**src/qea_pkg.sv**
```systemverilog
// Package for the quadrature encoder with step acceleration.
// Item and result types, command codes, constants and the quadrature table.
// No dependencies.
`default_nettype none

package qea_pkg;

    localparam logic CMD_SAMPLE = 1'b0;
    localparam logic CMD_READ   = 1'b1;

    localparam int          TIME_W        = 32;
    localparam int          STEP_W        = 5;
    localparam logic [31:0] THRESH_RESET  = 32'd30000;
    localparam logic signed [3:0] QUARTER_FULL = 4'sd4;
    localparam logic signed [4:0] STEP_SLOW    = 5'sd1;
    localparam logic signed [4:0] STEP_FAST    = 5'sd10;

    typedef struct packed {
        logic              command;
        logic              pin_a;
        logic              pin_b;
        logic [TIME_W-1:0] time_us;
    } t_item;

    typedef struct packed {
        logic  valid;
        t_item item;
    } t_stage;

    typedef struct packed {
        logic                     valid;
        logic signed [STEP_W-1:0] step_value;
    } t_result;

    // index is {previous phase, current phase}, phase = {B, A}
    function automatic logic signed [1:0] quad_delta(input logic [3:0] idx);
        logic signed [1:0] d;
        begin
            case (idx)
                4'd1, 4'd7, 4'd8, 4'd14: d = 2'sd1;
                4'd2, 4'd4, 4'd11, 4'd13: d = -2'sd1;
                default: d = 2'sd0;
            endcase
            return d;
        end
    endfunction

endpackage

`default_nettype wire

```
**src/qea_item_if.sv**
```systemverilog
// Valid/ready channels of the encoder block: input items and read results.
// No dependencies.
`default_nettype none

interface qea_item_if;
    logic        valid;
    logic        ready;
    logic        command;
    logic        pin_a;
    logic        pin_b;
    logic [31:0] time_us;

    modport source(output valid, command, pin_a, pin_b, time_us, input ready);
    modport sink(input valid, command, pin_a, pin_b, time_us, output ready);
endinterface

interface qea_result_if;
    logic              valid;
    logic              ready;
    logic signed [4:0] step_value;

    modport source(output valid, step_value, input ready);
    modport sink(input valid, step_value, output ready);
endinterface

`default_nettype wire

```
**src/qea_in_stage.sv**
```systemverilog
// Input register of the encoder block: holds one beat until the core takes it.
// Depends on qea_pkg.
`default_nettype none

module qea_in_stage (
    input  wire logic           i_clk,
    input  wire logic           i_rst_n,
    input  wire logic           i_valid,
    output logic                o_ready,
    input  wire qea_pkg::t_item i_item,
    input  wire logic           i_take,
    output qea_pkg::t_stage     o_stage
);
    import qea_pkg::*;

    logic  r_valid;
    t_item r_item;
    logic  accept;

    assign o_ready = !r_valid || i_take;
    assign accept  = i_valid && o_ready;

    always_ff @(posedge i_clk) begin
        if (!i_rst_n) begin
            r_valid <= 1'b0;
        end else if (accept) begin
            r_valid <= 1'b1;
        end else if (i_take) begin
            r_valid <= 1'b0;
        end
    end

    always_ff @(posedge i_clk) begin
        if (accept) begin
            r_item <= i_item;
        end
    end

    assign o_stage.valid = r_valid;
    assign o_stage.item  = r_item;

endmodule

`default_nettype wire

```
**src/qea_core.sv**
```systemverilog
// Decode, quarter-step accumulation, acceleration compare and pending value.
// Depends on qea_pkg.
`default_nettype none

module qea_core (
    input  wire logic            i_clk,
    input  wire logic            i_rst_n,
    input  wire logic            i_cfg_we,
    input  wire logic [31:0]     i_cfg_wdata,
    input  wire qea_pkg::t_stage i_stage,
    input  wire logic            i_out_free,
    output logic                 o_take,
    output qea_pkg::t_result     o_result
);
    import qea_pkg::*;

    logic [TIME_W-1:0]        r_thresh;
    logic [1:0]               r_phase;
    logic                     r_phase_known;
    logic signed [3:0]        r_accum;
    logic [TIME_W-1:0]        r_last_time;
    logic signed [STEP_W-1:0] r_pending;

    logic [1:0]               now_phase;
    logic signed [1:0]        delta;
    logic signed [3:0]        sum;
    logic                     full_step;
    logic [TIME_W-1:0]        dt;
    logic signed [STEP_W-1:0] mag;
    logic                     is_read;
    logic                     do_sample;

    assign is_read   = (i_stage.item.command == CMD_READ);
    assign o_take    = i_stage.valid && (!is_read || i_out_free);
    assign do_sample = o_take && !is_read;

    assign now_phase = {i_stage.item.pin_b, i_stage.item.pin_a};
    assign delta     = quad_delta({r_phase, now_phase});
    assign sum       = r_accum + {{2{delta[1]}}, delta};
    assign full_step = (sum == QUARTER_FULL) || (sum == -QUARTER_FULL);
    assign dt        = i_stage.item.time_us - r_last_time;
    assign mag       = (dt < r_thresh) ? STEP_FAST : STEP_SLOW;

    always_ff @(posedge i_clk) begin
        if (!i_rst_n) begin
            r_thresh      <= THRESH_RESET;
            r_phase       <= 2'd0;
            r_phase_known <= 1'b0;
            r_accum       <= 4'sd0;
            r_last_time   <= '0;
            r_pending     <= '0;
        end else begin
            if (i_cfg_we) begin
                r_thresh <= i_cfg_wdata;
            end
            if (o_take && is_read) begin
                r_pending <= '0;
            end
            if (do_sample) begin
                r_phase       <= now_phase;
                r_phase_known <= 1'b1;
                if (r_phase_known) begin
                    if (full_step) begin
                        r_accum     <= 4'sd0;
                        r_last_time <= i_stage.item.time_us;
                        r_pending   <= sum[3] ? -mag : mag;
                    end else begin
                        r_accum <= sum;
                    end
                end
            end
        end
    end

    assign o_result.valid      = o_take && is_read;
    assign o_result.step_value = r_pending;

`ifndef SYNTHESIS
    a_accum_range: assert property (@(posedge i_clk) disable iff (!i_rst_n)
        (r_accum <= 4'sd3) && (r_accum >= -4'sd3))
        else $error("quarter accumulator out of range");

    a_pending_codes: assert property (@(posedge i_clk) disable iff (!i_rst_n)
        (r_pending == 5'sd0) || (r_pending == STEP_SLOW) || (r_pending == -STEP_SLOW)
        || (r_pending == STEP_FAST) || (r_pending == -STEP_FAST))
        else $error("pending step value not a legal code");

    a_read_clears: assert property (@(posedge i_clk) disable iff (!i_rst_n)
        o_result.valid |=> (r_pending == 5'sd0))
        else $error("read did not clear pending value");

    a_result_slot: assert property (@(posedge i_clk) disable iff (!i_rst_n)
        o_result.valid |-> i_out_free)
        else $error("result issued into an occupied output register");
`endif

endmodule

`default_nettype wire

```
**src/qea_out_reg.sv**
```systemverilog
// Result register of the encoder block: holds one read beat for the consumer.
// Depends on qea_pkg.
`default_nettype none

module qea_out_reg (
    input  wire logic              i_clk,
    input  wire logic              i_rst_n,
    input  wire qea_pkg::t_result  i_result,
    output logic                   o_free,
    output logic                   o_valid,
    input  wire logic              i_ready,
    output logic signed [4:0]      o_step_value
);
    import qea_pkg::*;

    logic                     r_valid;
    logic signed [STEP_W-1:0] r_step;

    assign o_free = !r_valid || i_ready;

    always_ff @(posedge i_clk) begin
        if (!i_rst_n) begin
            r_valid <= 1'b0;
        end else if (i_result.valid) begin
            r_valid <= 1'b1;
        end else if (i_ready) begin
            r_valid <= 1'b0;
        end
    end

    always_ff @(posedge i_clk) begin
        if (i_result.valid) begin
            r_step <= i_result.step_value;
        end
    end

    assign o_valid      = r_valid;
    assign o_step_value = r_step;

endmodule

`default_nettype wire

```
**src/quadrature_encoder_accel_stepper.sv**
```systemverilog
// Top level of the x4 quadrature encoder with step acceleration.
// Depends on qea_pkg, qea_item_if, qea_result_if, qea_in_stage, qea_core, qea_out_reg.
//
//  channel   dir  beat contents                          when
//  i_item    in   command, pin_a, pin_b, time_us         valid && ready
//  o_result  out  step_value (signed 5 bit)              valid && ready, one per read
//  cfg       in   i_cfg_wdata = accel_threshold_us       i_cfg_we
//
// One beat per cycle while the input stage is not held; a beat is registered in the input
// register, and a read result is registered in the output register when the core takes it.
// Only a read waiting on a full, stalled output register holds the input stage.
// Synchronous active-low reset; threshold resets to 30000 us.
`default_nettype none

module quadrature_encoder_accel_stepper (
    input  wire logic        i_clk,
    input  wire logic        i_rst_n,
    input  wire logic        i_cfg_we,
    input  wire logic [31:0] i_cfg_wdata,
    qea_item_if.sink         i_item,
    qea_result_if.source     o_result
);
    import qea_pkg::*;

    t_item   in_item;
    t_stage  stage;
    t_result result;
    logic    take;
    logic    out_free;

    assign in_item.command = i_item.command;
    assign in_item.pin_a   = i_item.pin_a;
    assign in_item.pin_b   = i_item.pin_b;
    assign in_item.time_us = i_item.time_us;

    qea_in_stage u_in (
        .i_clk   (i_clk),
        .i_rst_n (i_rst_n),
        .i_valid (i_item.valid),
        .o_ready (i_item.ready),
        .i_item  (in_item),
        .i_take  (take),
        .o_stage (stage)
    );

    qea_core u_core (
        .i_clk       (i_clk),
        .i_rst_n     (i_rst_n),
        .i_cfg_we    (i_cfg_we),
        .i_cfg_wdata (i_cfg_wdata),
        .i_stage     (stage),
        .i_out_free  (out_free),
        .o_take      (take),
        .o_result    (result)
    );

    qea_out_reg u_out (
        .i_clk        (i_clk),
        .i_rst_n      (i_rst_n),
        .i_result     (result),
        .o_free       (out_free),
        .o_valid      (o_result.valid),
        .i_ready      (o_result.ready),
        .o_step_value (o_result.step_value)
    );

endmodule

`default_nettype wire
```
**src/flat_wrapper.sv**
```systemverilog
// flat-port wrapper written by rule: the top's interface ports become plain ports
module quadrature_encoder_accel_stepper_flat import qea_pkg::*;
  (i_clk, i_rst_n, i_cfg_we, i_cfg_wdata, i_item_valid, i_item_command, i_item_pin_a, i_item_pin_b, i_item_time_us, i_item_ready, o_result_valid, o_result_step_value, o_result_ready);
  qea_item_if i_item_i ();
  qea_result_if o_result_i ();
  input  wire logic i_clk;
  input  wire logic i_rst_n;
  input  wire logic i_cfg_we;
  input  wire logic [31:0] i_cfg_wdata;
  input wire logic [$bits(i_item_i.valid)-1:0] i_item_valid;
  input wire logic [$bits(i_item_i.command)-1:0] i_item_command;
  input wire logic [$bits(i_item_i.pin_a)-1:0] i_item_pin_a;
  input wire logic [$bits(i_item_i.pin_b)-1:0] i_item_pin_b;
  input wire logic [$bits(i_item_i.time_us)-1:0] i_item_time_us;
  output wire logic [$bits(i_item_i.ready)-1:0] i_item_ready;
  output wire logic [$bits(o_result_i.valid)-1:0] o_result_valid;
  output wire logic [$bits(o_result_i.step_value)-1:0] o_result_step_value;
  input wire logic [$bits(o_result_i.ready)-1:0] o_result_ready;
  assign i_item_i.valid = i_item_valid;
  assign i_item_i.command = i_item_command;
  assign i_item_i.pin_a = i_item_pin_a;
  assign i_item_i.pin_b = i_item_pin_b;
  assign i_item_i.time_us = i_item_time_us;
  assign i_item_ready = i_item_i.ready;
  assign o_result_valid = o_result_i.valid;
  assign o_result_step_value = o_result_i.step_value;
  assign o_result_i.ready = o_result_ready;
  quadrature_encoder_accel_stepper u_core (.i_clk(i_clk), .i_rst_n(i_rst_n), .i_cfg_we(i_cfg_we), .i_cfg_wdata(i_cfg_wdata), .i_item(i_item_i), .o_result(o_result_i));
endmodule
```
**config.mk**
```make
export PLATFORM = sky130hd
export DESIGN_NAME = quadrature_encoder_accel_stepper_flat
export DESIGN_NICKNAME = d
export VERILOG_FILES = /design/src/qea_pkg.sv /design/src/qea_item_if.sv /design/src/qea_in_stage.sv /design/src/qea_core.sv /design/src/qea_out_reg.sv /design/src/quadrature_encoder_accel_stepper.sv /design/src/flat_wrapper.sv
export SDC_FILE = /design/constraint.sdc
export NUM_CORES = 1
export LEC_CHECK = 0
export ABC_AREA = 1
export BUFFER_PORTS_ARGS = -buffer_cell sky130_fd_sc_hd__buf_2
export CORE_UTILIZATION = 45
export CTS_BUF_LIST = sky130_fd_sc_hd__clkbuf_16
export DETAILED_ROUTE_END_ITERATION = 10
export GPL_TIMING_DRIVEN = 0
export PLACE_DENSITY = 0.74
export SYNTH_ARGS = -nofsm -noshare
export SYNTH_HDL_FRONTEND = slang
export SYNTH_SLANG_ARGS = --single-unit
```
**constraint.sdc**
```tcl
create_clock -name i_clk -period 4.2 [get_ports i_clk]
set_clock_uncertainty 0.15 [all_clocks]
set_input_delay 0.42 -clock i_clk [delete_from_list [all_inputs] [get_ports i_clk]]
set_output_delay 0.42 -clock i_clk [all_outputs]
set_load 0.02 [all_outputs]
```
==> metrics <==
largest net degree at the start of global routing 36; Slew Viols, Final 0; Tcrit/Tclk final approximately 88%; final core occ a little under three fifths; maximum resistive drop on vdd 0.2880 mV; Setup TNS 0 ps; failing checks DRC; sequential element share of the synthesized area 40.60%; Final Hold Viols 0; Final ANT Viol Nets 0; post-synthesis cell type count 34; commonest non-fill, non-tap cell in the layout nand2_1; Area Overhead vs Synth 18.51%; Power Dens Cells a little over 400 nW/um^2; min Tclk post-route around 3700 ps; nets 1086; commonest non-fill, non-tap cells in the layout nand2_1 (137), a21oi_1 (133), inv_1 (129); Max Freq 270.7 MHz; GRT overflow 0; flops & latches, synth between 100 and 150; CP startpoint kind register; CTS clk-pin slew, worst paths around 50 ps; vias after detailed routing 5777; Synth Area in Adders between 10% and 20%; I/O Buffers just under 80; syn_area_per_cell ~8.1 sq um; die width 125.0 microns; RD Place Congestion 0.9094; Pleak 3.603 nW; Synth Area in XOR/XNOR under 10%; dpl ws approximately 560 ps; CTS Buf Count 17; Critical Path Fanout Max 3; status finished with violations; Critical Path RT 4400 ps; Critical Path AT ~3900 ps; Crit Path Class register to register; Starting Density 46.47%; Diodes inserted 0; Synth Warn # 0; maxcap violations 0; Routed WL between 15000 and 20000 microns; H-Tree Depth 4; cts hold-fix bufs 0; initial antenna violation count 0; WHS around 21 ps; met2 usage about 33%; hold crit path type input port to register; vias in the first global route around 5500; Max Buffers Root-to-Sink 2; Synth Net Count just under 1000; Placed Instances ~1100; Post-Layout Cell Count around 1100; CTS tree built; DRC 8; core box area 14640 sq um; mux contribution to synthesized area 0%; GRT busiest layer met2; global routing usage on met1 27.86%; Max-slew headroom 48.09%; Clk Tree Root Cell clkbuf_16; Worst Tran Pin Value 777.5 ps; Final WS setup between 500 and 600 ps; met3 Use GR around 4.6%; num ports 79; Final Instance Area roughly 8000 sq um; die area approximately 16000 sq um; cts repair resizes 0; RSZ-0062 raised after global routing false; Mapped Area roughly 7000 sq um; DP Wirelength about 12000 microns; Sinks on Clock Net 118; total setup buffers inserted after CTS 0; area post-placement 7426 sq um; largest family of logic cells by synthesized area compound AO/OA/AOI/OAI gates; clk_lat worst skew between 400 and 500 ps; Synth Area in Compound Gates 18.35%; row count 44; Post-Synthesis Cells approximately 850; die height between 100 and 150 microns; total power draw between 3 and 4 mW; routed vias/inst approximately 5.1; critical path endpoint category register; global-route wire length before repair about 26000 microns; share of layout cells above drive strength 1 about 13%; DR iter-0 viols between 300 and 400; count of final setup violators 0; Global Route Usage Sum between 20% and 30%; drt pass-1 iters 8; WL per Instance ~13 microns; area fraction in and, or, nand and nor cells after synthesis 14.76%
## cell families (layout without fill, tap and decap cells)
family	Yosys count	after routing
flip-flops	118	118
buffers and inverters	151	261
AND/OR/NAND/NOR	235	235
adder cells (fa/ha/maj)	72	72
XOR/XNOR	29	29
AO/OA/AOI/OAI	240	240
## power breakdown
| part | switching, mW | leakage (nW) | total, mW | internal [mW] |
|---|---|---|---|---|
| Clock | 0.493 | 0.327 | 1.56 | 1.07 |
| Sequential | 0.0203 | 1.03 | 1.25 | 1.23 |
| Combinational | 0.278 | 2.25 | 0.455 | 0.177 |
| Total | 0.791 | 3.60 | 3.27 | 2.48 |
## cell type report
cell class              count  area (sq um)
well taps                 184         230.2
multi-input cells         576          3423
inverters                 132         503.0
flip-flops and latches    118          2763
clock buffers              18         450.4
fillers                  1336          6579
repair buffers             78         390.4
clock inverters            14         188.9
plain buffers              19         116.4
## path summary, 6_finish.rpt
kind | startpoint | endpoint | slack (ps) | depth (start not counted)
worst min register to register | u_core.u_core.r_pending[3] | u_core.u_out.o_step_value[3] | 290 | 0
worst max register to register | u_core.u_in.o_stage[0] | u_core.u_core.r_pending[1] | 510 | 23
worst min-delay path | i_item_time_us[30] | u_core.u_in.o_stage[30] | 20 | 1
worst max-delay path | u_core.u_in.o_stage[0] | u_core.u_core.r_pending[1] | 510 | 23
## registers in the layout (all words and copies together), names as in the netlist
| register | flops |
|---|---|
| u_core.u_in.r_valid | 1 |
| u_core.u_out.o_valid | 1 |
| u_core.u_core.r_thresh | 32 |
| u_core.u_core.r_last_time | 32 |
| u_core.u_out.o_step_value | 5 |
| u_core.u_core.r_phase | 2 |
| u_core.u_core.r_pending | 5 |
| u_core.u_core.r_accum | 4 |
| u_core.u_core.r_phase_known | 1 |
| u_core.u_in.o_stage | 35 |
## critical path, cell delays in order, from the launching register on
cell      delay (ps)
edfxtp_1         350
inv_1             80
ha_1             140
inv_1             60
fa_1             390
nand3_1           80
nand2_1          110
nand2_1           80
nand2_1          100
a21oi_1          300
or2_1            200
nand3_1           80
nand2_1           70
nand2_1           80
ha_1             280
nand2_1           80
o21ai_0           80
nand2_1           70
nand2_1           80
nor2_1           120
nand2_1          130
ha_1             200
or2_0            210
a21oi_1          110
## synth_stat cells, drive strengths merged
| library cell | number | area (sq um) |
|---|---|---|
| o21a | 2 | 15.01 |
| nor4 | 2 | 12.51 |
| o21ai | 88 | 440.4 |
| a21boi | 2 | 15.01 |
| inv | 131 | 499.2 |
| nor3 | 8 | 45.04 |
| clkinv | 1 | 3.750 |
| o21bai | 10 | 75.07 |
| o211ai | 3 | 22.52 |
| edfxtp | 40 | 1201 |
| ha | 70 | 875.8 |
| xor2 | 19 | 166.4 |
| buf | 6 | 67.56 |
| nand4 | 6 | 37.54 |
| xnor2 | 10 | 87.58 |
| dfxtp | 78 | 1562 |
| nand2 | 137 | 514.2 |
| nor2 | 49 | 224.0 |
| nor3b | 1 | 7.510 |
| fa | 2 | 40.04 |
| or2 | 3 | 18.78 |
| a21oi | 133 | 665.6 |
| a21o | 2 | 15.01 |
| nand3 | 29 | 145.1 |
| clkbuf | 13 | 48.80 |
## per-layer routing
layer / up-vias / share of wire [%] / wire length [microns]
li1: 3025 / - / -
met1: 2561 / 49 / 7371
met2: 161 / 44 / 6619
met3: 30 / 5.5 / 837
met4: 0 / 2.4 / 363
met5: - / 0 / 0
No activity file was read; power rests on OpenSTA's default activity.
